--- src/hdl/svvt_pkg.sv ---
// shared constants and types for the sparse version vector table
package svvt_pkg;

   // table geometry
   localparam int ENTRIES = 64;
   localparam int CNT_W   = $clog2(ENTRIES + 1);
   localparam int REP_W   = 16;
   localparam int VAL_W   = 32;
   localparam int DENSE_W = REP_W + 1;
   localparam int OUT_CNT_W = 7;

   // command codes
   localparam logic [1:0] CMD_OBSERVE = 2'd0;
   localparam logic [1:0] CMD_MEET    = 2'd1;
   localparam logic [1:0] CMD_QUERY   = 2'd2;

   // response word layout
   localparam int RSP_W = 64;

   // controller to datapath commands
   typedef struct packed {
      logic load;
      logic look;
      logic commit;
   } ctrl_cmd_type;

endpackage

--- src/hdl/svvt_ctrl.sv ---
// controller state machine: sequences lookup, update and response handoff
module svvt_ctrl (
   input  logic                  clock,
   input  logic                  reset,
   input  logic                  req_tvalid,
   output logic                  req_tready,
   output logic                  rsp_tvalid,
   input  logic                  rsp_tready,
   output svvt_pkg::ctrl_cmd_type cmd
);
   import svvt_pkg::*;

   typedef enum logic [1:0] {
      ST_IDLE,
      ST_LOOK,
      ST_UPDATE
   } state_type;

   state_type state_ff, state_in;
   logic      rsp_valid_ff, rsp_valid_in;
   logic      out_free;

   // output register may take a new word when empty or being drained
   assign out_free   = !rsp_valid_ff || rsp_tready;
   assign req_tready = (state_ff == ST_IDLE) || ((state_ff == ST_UPDATE) && out_free);
   assign rsp_tvalid = rsp_valid_ff;

   assign cmd.load   = req_tvalid && req_tready;
   assign cmd.look   = (state_ff == ST_LOOK);
   assign cmd.commit = (state_ff == ST_UPDATE) && out_free;

   // next state
   always_comb begin
      state_in = state_ff;
      unique case (state_ff)
         ST_IDLE: begin
            if (cmd.load) state_in = ST_LOOK;
         end
         ST_LOOK: begin
            state_in = ST_UPDATE;
         end
         ST_UPDATE: begin
            if (cmd.commit) state_in = cmd.load ? ST_LOOK : ST_IDLE;
         end
         default: begin
            state_in = ST_IDLE;
         end
      endcase
      rsp_valid_in = cmd.commit || (rsp_valid_ff && !rsp_tready);
   end

   // state and registered valid
   always_ff @(posedge clock) begin
      if (reset) begin
         state_ff     <= ST_IDLE;
         rsp_valid_ff <= 1'b0;
      end else begin
         state_ff     <= state_in;
         rsp_valid_ff <= rsp_valid_in;
      end
   end

endmodule

--- config.mk ---
export PLATFORM = sky130hd
export DESIGN_NAME = svvt_ctrl
export DESIGN_NICKNAME = d
export VERILOG_FILES = /design/src/hdl/svvt_pkg.sv /design/src/hdl/svvt_ctrl.sv
export SDC_FILE = /design/constraint.sdc
export NUM_CORES = 1
export LEC_CHECK = 0
export ABC_AREA = 1
export BUFFER_PORTS_ARGS = -buffer_cell sky130_fd_sc_hd__buf_2
export CAP_MARGIN = 40
export CORE_AREA = 10 10 47 49
export CTS_CLUSTER_DIAMETER = 60
export DETAILED_ROUTE_END_ITERATION = 10
export DIE_AREA = 0 0 57 59
export PLACE_DENSITY = 0.42
export REMOVE_ABC_BUFFERS = 1
export SLEW_MARGIN = 20
export SYNTH_ARGS = -nofsm -noshare
export SYNTH_HDL_FRONTEND = slang
export SYNTH_SLANG_ARGS = --single-unit
--- constraint.sdc ---
create_clock -name clock -period 0.85 [get_ports clock]
set_input_delay 0 -clock clock [delete_from_list [all_inputs] [get_ports clock]]
set_output_delay 0 -clock clock [all_outputs]
set_load 0.02 [all_outputs]
# ---- After elaboration in Yosys (flattened, before gate mapping)
# Index checks and enable logic that the tools add are counted.
dict set report word_totals {
  ff_bits 3
  inputBits 4
  output_inout_bits 5
  word_cells 20
}
dict set report classes {
  eq_ne 4
  mux 4
  reduce_logical 10
}
# op n
set op_table {}
lappend op_table {{$pmux W2 S3} 1}
lappend op_table {{$mux W2} 2}
lappend op_table {{$ne A2 B2 Y1 const B} 2}
lappend op_table {{$logic_and A1 B1 Y1} 3}
lappend op_table {{$logic_or A1 B1 Y1} 3}
lappend op_table {{$eq A2 B1 Y1 const B} 1}
lappend op_table {{$eq A2 B2 Y1 const B} 1}
lappend op_table {{$logic_not A1 Y1} 2}
lappend op_table {{$logic_not A2 Y1} 1}
lappend op_table {{$reduce_and A2 Y1} 1}
lappend op_table {{$mux W1} 1}

# ---- Depth between registers and ports, before layout
# Gate-level depths: netlist of run 1.
dict set report depth {
  word_depth 8
  ltp_mapped 4
  mapped_depth_nobuf 4
}

# ---- Worst setup path before layout of run 1
# No wires, ideal clock.
dict set report synth_timing {
  kind {register to output}
  startpoint {register rsp_valid_ff (netlist: rsp_tvalid)}
  endpoint {output req_tready}
  arrival_ps 896
  t_required_ps 850
  setup_slack_ps -46
  path_stages_with_launch 4
  n_path_buf 0
  cell_sequence {dfxtp_1 > nand2_1 > inv_1 > a21oi_1}
}
dict set report synth_via {
  elab_chain_cells 4
}
# item line_no
set synth_lines {}
lappend synth_lines {{start, declared} svvt_ctrl.sv:20} ;# logic rsp_valid_ff, rsp_valid_in;
lappend synth_lines {{start signal, assigned} svvt_ctrl.sv:59} ;# rsp_valid_ff <= rsp_valid_in;
lappend synth_lines {{$logic_not A1 Y1} svvt_ctrl.sv:24} ;# assign out_free = !rsp_valid_ff || rsp_tready;
lappend synth_lines {{$logic_or A1 B1 Y1} svvt_ctrl.sv:24}
lappend synth_lines {{$logic_and A1 B1 Y1} svvt_ctrl.sv:25} ;# assign req_tready = (state_ff == ST_IDLE) || ((state_ff == ST_UPDATE) && out_free);
lappend synth_lines {{$logic_or A1 B1 Y1} svvt_ctrl.sv:25}
lappend synth_lines {{end, declared} svvt_ctrl.sv:6} ;# output logic req_tready,
# No other way between the ends.

==> results of run 1 <==
cells in the final DEF (no fill, tap or decap):
master and instances:
sky130_fd_sc_hd__nand3_4 1, sky130_fd_sc_hd__a21oi_2 3, sky130_fd_sc_hd__inv_2 2, sky130_fd_sc_hd__dfxtp_4 3, sky130_fd_sc_hd__clkbuf_4 3, sky130_fd_sc_hd__buf_4 6, sky130_fd_sc_hd__nand2_1 2, sky130_fd_sc_hd__nor2_2 1
sky130_fd_sc_hd__nand2_4 1, sky130_fd_sc_hd__inv_1 4, sky130_fd_sc_hd__nor2_1 3, sky130_fd_sc_hd__buf_6 2, sky130_fd_sc_hd__dlygate4sd3_1 1, sky130_fd_sc_hd__buf_2 4, sky130_fd_sc_hd__nand2_2 2, sky130_fd_sc_hd__clkbuf_1 1
critical path, stage by stage, from the launching register on:
cell	delay (ps)
sky130_fd_sc_hd__dfxtp_4	380
sky130_fd_sc_hd__nand3_4	80
sky130_fd_sc_hd__nand2_2	80
sky130_fd_sc_hd__inv_1	50
sky130_fd_sc_hd__buf_6	120
how the worst min path moves through the flow:
| stage | from | end | slack [ps] | cells past startpoint |
|---|---|---|---|---|
| 2_1_floorplan | reset | rsp_tvalid$_SDFF_PP0_ | 60 | 1 |
| 3_3_place_gp | reset | rsp_tvalid$_SDFF_PP0_ | 200 | 2 |
| 3_5_place_dp | reset | rsp_tvalid$_SDFF_PP0_ | 200 | 2 |
| 4_1_cts | rsp_tready | state_ff[1]$_SDFFE_PP0P_ | 60 | 4 |
| 5_1_grt | req_tvalid | state_ff[0]$_SDFFE_PP0P_ | 90 | 5 |
| 6_report | req_tvalid | state_ff[0]$_SDFFE_PP0P_ | 80 | 5 |
registers in the layout (all words and copies together) (netlist names):
name        cells
rsp_tvalid      1
state_ff        2
per-layer routing:
layer,vias up,part of all wire [%],track usage [%]
met1,88,41,2.73
li1,98,-,-
met3,0,8.4,3.65
met5,-,0,0
met2,6,50,4.96
met4,0,0,2.01
cell families after synthesis:
family                 after synthesis  share of synthesized area (%)
buffers and inverters                7                           19.2
AOI/OAI and AO/OA                    3                           14.4
DFF                                  3                           38.4
and+or+nand+nor                     10                           28.0
cell type report:
class                      instances  area [um2]
clock buffer                       4        26.3
fill                             164        1070
inverter                           6        22.5
multi-input combinational         13        92.6
sequential                         3        71.3
tap                               16        20.0
timing repair buffer              13        97.6
power groups by stage:
stage,Combinational (mW),Clock [mW],Sequential [mW]
2_1_floorplan,0.0362,0,0.158
3_3_place_gp,0.0618,0,0.157
4_1_cts,0.0835,0.266,0.156
5_1_grt,0.100,0.281,0.156
6_report,0.0910,0.246,0.155
3_5_place_dp,0.0621,0,0.158
metrics by stage:
stage | cell area [um2] | instances
finish | 330 | 55
global route | 330 | 55
detailed placement | 209 | 46
floorplan | 149 | 22
CTS | 295 | 54
global placement | 209 | 46
timing repair:
action	in CTS	in global routing
hold buffers	1	0
buffers inserted	3	1
pin swaps	4	2
endpoints found under the setup margin	4	4
endpoints found under the hold margin	2	0
resized for setup	13	7
==> metrics.txt, run 1 <==
largest cells by area after synthesis sky130_fd_sc_hd__dfxtp_1 (38%), sky130_fd_sc_hd__inv_1 (12%), sky130_fd_sc_hd__nand2_1 (12%); switching share of power a little over a quarter; Tcrit/Tclk final 111%; DRC violations left 0; TritonRoute pass-1 iters 3; Die X-Extent approximately 57 um; register-to-register path setup slack 80 ps; residual overflow from global routing 0; area share of the largest cell type after synthesis between 30% and 40%; startpoint type of the worst setup path flop; area of the die roughly 0.0034 mm2; P_leak approximately 0.17 nW; unrepaired setup endpoints after global routing yes; flip-flop and latch count after synthesis 3; worst min path class in2reg; worst-path maximum fanout 5; post-detail-place hpwl ~360 um; gr usage total 3.37%; Hold Violations, Final 0; utilization of the core after routing 23.6%; Clock Skew roughly 0.83 ps; share of cells above drive strength 1 71.8%; most instantiated flip-flop cell in the synthesis netlist sky130_fd_sc_hd__dfxtp_1; Top Ports 9; total wire length 514 um; total number of placement rows 14; count of flip-flops with a built-in enable after synthesis 0; commonest cells in the synthesized netlist sky130_fd_sc_hd__inv_1 (5), sky130_fd_sc_hd__nand2_1 (5), sky130_fd_sc_hd__nor2_1 (4); clk buf depth 2; total inserted antenna cells 0; result of the run complete, but fails checks; clock period minus worst slack around 940 ps; arrival time reported for the critical path endpoint around 940 ps; count of buffers from port buffering 8; clock transition time at the flip-flop clock pins of the worst setup and hold paths roughly 40 ps; clock insertion delay at the later pin of the skew report approximately 230 ps; Total Neg Setup Slack -318 ps; Sequential Power Share around a third; post-synthesis instance area 156 um2; data required time at the worst endpoint 850 ps; clock share of power 50.0%; via count of the first global-routing pass 209; Unique masters post-synth 9; maximum clock rate roughly 1100 MHz; H-tree Lvls 1; DR iter-0 viols 2; cells after synthesis 23; total power consumption of the routed design between 400 and 500 uW; effective utilization at floorplan 11.2%; post-route worst setup slack -91.6 ps; clock tree sinks 3; Worst Setup SP state_ff[1]$_SDFFE_PP0P_; synth-to-layout area growth 111%; largest net degree at the start of global routing 6; pwr/cell area 1490 mW/mm2; wire length per cell after detailed routing 9.35 um; routed vias/inst about 3.5; post-route antenna net violation count 0; critical path capture point type primary output; relative slew slack roughly nine tenths; worst hold margin a little over 80 ps; Mean Syn Cell Area between 6 and 7 um2; last element of the critical path cmd[2]; Die Span Y about 60 um; r2r worst-path depth 4; Nets between 40 and 50; worst setup slack after placement ~57 ps; number of endpoints failing setup at the final stage 4; sequential-to-total area share from yosys stat about two fifths; Crit Path Category reg2out; number of maximum-capacitance constraint violations 0; Max VDD drop approximately 560 uV; Root Buffer Master sky130_fd_sc_hd__clkbuf_4; post-synthesis async set-or-reset flop share 0%; failing checks negative setup slack; Int Power 363 uW; TritonCTS clock tree done; number of CTS-inserted buffers 3; end of the worst register-to-register path rsp_tvalid$_SDFF_PP0_; Floorplan Core Area around 0.0014 mm2; Max Slew Vio Count 0; routed via count roughly 190; Yosys warning total 0; number of antenna violations at the first check in global routing 0; wire length of the first global-routing pass between 800 and 900 um; Synth area leader sky130_fd_sc_hd__dfxtp_1; reg2reg start state_ff[0]$_SDFFE_PP0P_; combinational share of power a little under a fifth; slew of the pin with the lowest slew margin about 160 ps; switching power total 129 uW; Routability Congestion a little over 0.6
No activity file was read; power rests on OpenSTA's default activity.
==> run 2, diff against run 1 <==
--- a/config.mk
+++ b/config.mk
@@ -7,13 +7,14 @@
 export LEC_CHECK = 0
 export ABC_AREA = 1
 export BUFFER_PORTS_ARGS = -buffer_cell sky130_fd_sc_hd__buf_2
-export CAP_MARGIN = 40
+export CAP_MARGIN = 0
 export CORE_AREA = 10 10 47 49
 export CTS_CLUSTER_DIAMETER = 60
 export DETAILED_ROUTE_END_ITERATION = 10
 export DIE_AREA = 0 0 57 59
 export PLACE_DENSITY = 0.42
 export REMOVE_ABC_BUFFERS = 1
+export SKIP_LAST_GASP = 1
 export SLEW_MARGIN = 20
 export SYNTH_ARGS = -nofsm -noshare
 export SYNTH_HDL_FRONTEND = slang
==> constraint.sdc (replaced) <==
create_clock -name clock -period 0.85 [get_ports clock]
set_input_delay 0 -clock clock [delete_from_list [all_inputs] [get_ports clock]]
set_output_delay 0 -clock clock [all_outputs]
set_load 0.1 [all_outputs]
==> metrics.txt, run 2 (synthesis results as in run 1) <==
result of the run complete, but fails checks; failing checks negative setup slack; combinational share of power 36.1% (+18 points); Crit Path Category reg2out; most frequent cells in the layout sky130_fd_sc_hd__buf_4 (7), sky130_fd_sc_hd__buf_12 (5); clock transition time at the flip-flop clock pins of the worst setup and hold paths 40 ps (about the same); switching share of power 35.4% (+9.1 points); storage element area 71.3 um2 (unchanged); multi-input gate area in the final layout 125 um2 (+35%); number of endpoints failing setup at the final stage 7 (+3); clock share of power 39.0% (-11 points); total inserted antenna cells 0 (unchanged); post-route antenna net violation count 0 (unchanged); commonest non-fill, non-tap cell in the layout sky130_fd_sc_hd__buf_4; Sequential Power Share 24.9% (-6.6 points); clock period minus worst slack 1030 ps (+84.2 ps); Max Slew Vio Count 0 (unchanged); via count of the first global-routing pass 220 (+5.3%); Hold Violations, Final 0 (unchanged); unrepaired setup endpoints after global routing yes; arrival time reported for the critical path endpoint 1030 ps (+90 ps); largest net degree at the start of global routing 6 (unchanged); count of buffers from port buffering 8 (unchanged); TritonRoute pass-1 iters 2 (-1); Worst path top cell family by delay flip-flops; P_leak 0.215 nW (+28%); Int Power 413 uW (+14%); effective utilization at floorplan 11.2% (unchanged); Root Buffer Master sky130_fd_sc_hd__clkbuf_4; Nets 49 (+11%); cell count after placement 50 (+8.7%); cell with the largest stage delay on the worst path sky130_fd_sc_hd__dfxtp_4; switching power total 226 uW (+75%); pwr/cell area 1360 mW/mm2 (-8.9%); total power consumption of the routed design 638 uW (+30%); DR iter-0 viols 1 (-1); relative slew slack 88.8% (-0.25 points); post-route worst setup slack -176 ps (-84.2 ps); worst path cell trace nand2_4, inv_4, a21oi_4, buf_12; filler cell count 157 (-4.3%); wire length of the first global-routing pass 800 um (-4.1%); routed vias/inst 3.35 (-4.0%); Die Span Y 59 um (unchanged); startpoint type of the worst setup path flop; Die X-Extent 57 um (unchanged); wire length per cell after detailed routing 9.00 um (-3.7%); synth-to-layout area growth 201%; share of cells above drive strength 1 81.8% (+10 points); Max VDD drop 443 uV (-21%); DRC violations left 0 (unchanged); total wire length 540 um (+5.1%); Top Ports 9 (unchanged); data required time at the worst endpoint 850 ps (about the same); Tcrit/Tclk final 121% (+9.9 points); post-detail-place hpwl 347 um (-2.4%); number of maximum-capacitance constraint violations 0 (unchanged); total number of placement rows 14 (unchanged); TritonCTS clock tree done; final cell count without fillers 60 (+9.1%); Buffers & Inverters on Critical Path 2 (unchanged); clock tree sinks 3 (unchanged); highest cell delay on the worst timing path 360 ps (-20 ps); Clock Skew 0.701 ps (-0.131 ps); critical path capture point type primary output; routed via count 201 (+4.7%); clock insertion delay at the later pin of the skew report 230 ps (about the same); residual overflow from global routing 0 (unchanged); gr usage total 3.23% (-0.14 points); Largest Register state_ff; number of CTS-inserted buffers 3 (unchanged); slew of the pin with the lowest slew margin 168 ps (+3.80 ps); worst min path class in2reg; H-tree Lvls 1 (unchanged); clk buf depth 2 (unchanged); Largest register FFs 2 (unchanged); Routability Congestion 0.659 (+7.5%); maximum clock rate 975 MHz (-8.2%); area of the die 0.00336 mm2 (unchanged); number of antenna violations at the first check in global routing 0 (unchanged); worst-path maximum fanout 3 (-2); Floorplan Core Area 0.00140 mm2 (unchanged)
-- run 2: changes by cell type in the layout (fill, tap and decap cells not counted), sizes merged --
| cell | before | now |
|---|---|---|
| buf | 12 | 17 |
-- run 2: layer usage --
metal  up-vias  track usage, %  wire length [um]
li1        108               -                 -
met5         -               0                 0
met1        85            2.47               190
met3         0            1.93                45
met2         8            4.65               304
met4         0            5.03                 0
-- run 2: area by class of cell --
| type | count | area share (%) |
|---|---|---|
| Timing Repair Buffer | 18 | 42.6 |
| Multi-Input combinational cell | 13 | 26.6 |
| Sequential cell | 3 | 15.2 |
| Inverter | 6 | 5.85 |
| Clock buffer | 4 | 5.59 |
| Tap cell | 16 | 4.26 |
-- run 2: path summary, 6_finish.rpt --
check / startpoint / to / slack (ps) / cells after the start
worst min-delay path: rsp_tready / state_ff[1]$_SDFFE_PP0P_ / 120 / 4
worst max register to register: rsp_tvalid$_SDFF_PP0_ / rsp_tvalid$_SDFF_PP0_ / -100 / 5
worst max-delay path: rsp_tvalid$_SDFF_PP0_ / req_tready / -180 / 4
worst min register to register: rsp_tvalid$_SDFF_PP0_ / state_ff[1]$_SDFFE_PP0P_ / 550 / 2
-- run 2: per-stage QoR --
step | hold slack [ps] | util (%) | instance area (um2) | setup slack [ps] | setup TNS, ps
2_1_floorplan | 62.4 | - | 149 | -1580 | -6100
3_3_place_gp | 193 | 22.4 | 314 | -49.8 | -70.1
3_5_place_dp | 198 | 22.4 | 314 | -45.8 | -80.3
4_1_cts | 48.3 | 28.8 | 404 | -202 | -874
5_1_grt | 133 | 33.6 | 470 | -216 | -1150
6_report | 116 | 33.6 | 470 | -176 | -857
-- run 2: worst min-delay path: stages --
cell,delay [ps]
sky130_fd_sc_hd__buf_2,70
sky130_fd_sc_hd__inv_1,80
sky130_fd_sc_hd__nand3_4,90
sky130_fd_sc_hd__a21oi_2,60
-- run 2: timing repair --
item,in CTS,in global routing
hold buffers,1,0
hold endpoints to repair,2,0
gates resized for setup,12,15
pin swaps,3,5
setup buffers,4,2
endpoints found under the setup margin,5,7
-- run 2: power groups by stage --
stage | clock network (mW) | registers [mW] | logic [mW]
after floorplan | 0 | 0.168 | 0.102
after global placement | 0 | 0.157 | 0.193
after detailed placement | 0 | 0.157 | 0.193
after CTS | 0.265 | 0.156 | 0.212
after global routing | 0.277 | 0.160 | 0.243
final | 0.249 | 0.159 | 0.231
==> run 3, diff against run 2 <==
==> constraint.sdc (replaced) <==
create_clock -name clock -period 0.85 [get_ports clock]
set_input_delay 0 -clock clock [delete_from_list [all_inputs] [get_ports clock]]
set_output_delay 0 -clock clock [all_outputs]
set_load 0.01 [all_outputs]
==> metrics.txt, run 3 (synthesis results as in run 1) <==
Largest Register state_ff; gr usage total 2.98% (-0.25 points); number of CTS-inserted buffers 3 (unchanged); relative slew slack 88.8% (about the same); met1 usage in global routing 2.48% (+0.0088 points); critical path capture point type primary output; clock tree sinks 3 (unchanged); DR iter-0 viols 2 (+1); Routability Congestion 0.610 (-7.5%); number of maximum-capacitance constraint violations 0 (unchanged); failing checks negative setup slack; number of antenna violations at the first check in global routing 0 (unchanged); startpoint type of the worst setup path flop; Placement Cell Area 209 um2 (-33%); share of cells above drive strength 1 76.3% (-5.5 points); Tcrit/Tclk final 110% (-10 points); Root Buffer Master sky130_fd_sc_hd__clkbuf_4; area of the die 0.00336 mm2 (unchanged); via count of the first global-routing pass 194 (-12%); count of buffers from port buffering 8 (unchanged); Floorplan Core Area 0.00140 mm2 (unchanged); DRC violations left 0 (unchanged); worst min path class in2reg; TritonCTS clock tree done; Top Ports 9 (unchanged); clk buf depth 2 (unchanged); register-to-register path setup slack 90 ps (+190 ps); Max Slew Vio Count 0 (unchanged); pwr/cell area 1470 mW/mm2 (+8.3%); data required time at the worst endpoint 850 ps (about the same); P_leak 0.162 nW (-24%); Hold Violations, Final 0 (unchanged); largest net degree at the start of global routing 6 (unchanged); Final Cell Area 329 um2 (-30%); worst-path maximum fanout 3 (unchanged); unrepaired setup endpoints after global routing yes; H-tree Lvls 1 (unchanged); wire length per cell after detailed routing 8.87 um (-1.4%); worst hold margin 105 ps (-10.9 ps); post-route antenna net violation count 0 (unchanged); clock period minus worst slack 939 ps (-87.1 ps); total number of placement rows 14 (unchanged); Nets 43 (-12%); post-route worst setup slack -88.7 ps (+87.1 ps); residual overflow from global routing 0 (unchanged); total power consumption of the routed design 483 uW (-24%); total wire length 479 um (-11%); Die Span Y 59 um (unchanged); Largest register FFs 2 (unchanged); result of the run complete, but fails checks; effective utilization at floorplan 11.2% (unchanged); slew of the pin with the lowest slew margin 168 ps (-0.550 ps); Crit Path Category reg2out; Die X-Extent 57 um (unchanged); peak-usage layer in the global routing report met2; Clock Skew 0.991 ps (+0.290 ps); synth-to-layout area growth 110%; met2 usage 4.19% (-0.47 points); Max VDD drop 515 uV (+16%); post-detail-place hpwl 365 um (+5.3%); routed via count 188 (-6.5%); number of endpoints failing setup at the final stage 3 (-4); clock insertion delay at the later pin of the skew report 230 ps (about the same); Global Route met3 Usage 2.58% (+0.64 points); routed vias/inst 3.48 (+3.9%); TritonRoute pass-1 iters 2 (unchanged); commonest non-fill, non-tap cell in the layout sky130_fd_sc_hd__buf_2; wire length of the first global-routing pass 745 um (-6.9%); clock transition time at the flip-flop clock pins of the worst setup and hold paths 40 ps (about the same); maximum clock rate 1070 MHz (+9.3%); arrival time reported for the critical path endpoint 940 ps (-90 ps); utilization of the core after routing 23.5% (-10 points); total inserted antenna cells 0 (unchanged); worst setup slack after placement 90.7 ps (+137 ps)
## run 3: layout make-up
type	instances	area (um2)
Sequential cell	3	71.3
Timing Repair Buffer	12	78.8
Multi-Input combinational cell	13	105
Inverter	6	27.5
Clock buffer	4	26.3
Fill cell	166	1070
Tap cell	16	20.0
## run 3: power by group
group          switching [mW]  internal (mW)
Combinational          0.0397         0.0409
Sequential             0.0129          0.143
Clock                  0.0707          0.176
## run 3: critical path: stages, from the launching register on
cell and delay [ps]:
sky130_fd_sc_hd__dfxtp_4 350, sky130_fd_sc_hd__nand2_4 70, sky130_fd_sc_hd__inv_4 30, sky130_fd_sc_hd__a21oi_2 120, sky130_fd_sc_hd__buf_2 140
## run 3: final timing paths
check,from,endpoint,cells after the start
worst max-delay path,rsp_tvalid$_SDFF_PP0_,req_tready,4
worst min-delay path,rsp_tready,state_ff[1]$_SDFFE_PP0P_,4
worst max register to register,state_ff[0]$_SDFFE_PP0P_,rsp_tvalid$_SDFF_PP0_,4
worst min register to register,rsp_tvalid$_SDFF_PP0_,state_ff[1]$_SDFFE_PP0P_,2
## run 3: timing repair
action,CTS,global route
hold buffers,1,0
endpoints found under the hold margin,2,0
setup endpoints to repair,4,4
pin swaps,2,2
setup buffers,3,0
resized for setup,12,9
## run 3: layer usage
layer | wire length (um) | vias up | part of all wire [%]
li1 | - | 98 | -
met1 | 179 | 84 | 37
met2 | 233 | 6 | 49
met3 | 66 | 0 | 14
met4 | 0 | 0 | 0
met5 | 0 | - | 0
## run 3: metrics by stage
stage	cells	TNS (ps)
6_report	54	-226
5_1_grt	54	-466
4_1_cts	54	-266
3_5_place_dp	46	0
3_3_place_gp	46	0
2_1_floorplan	22	0
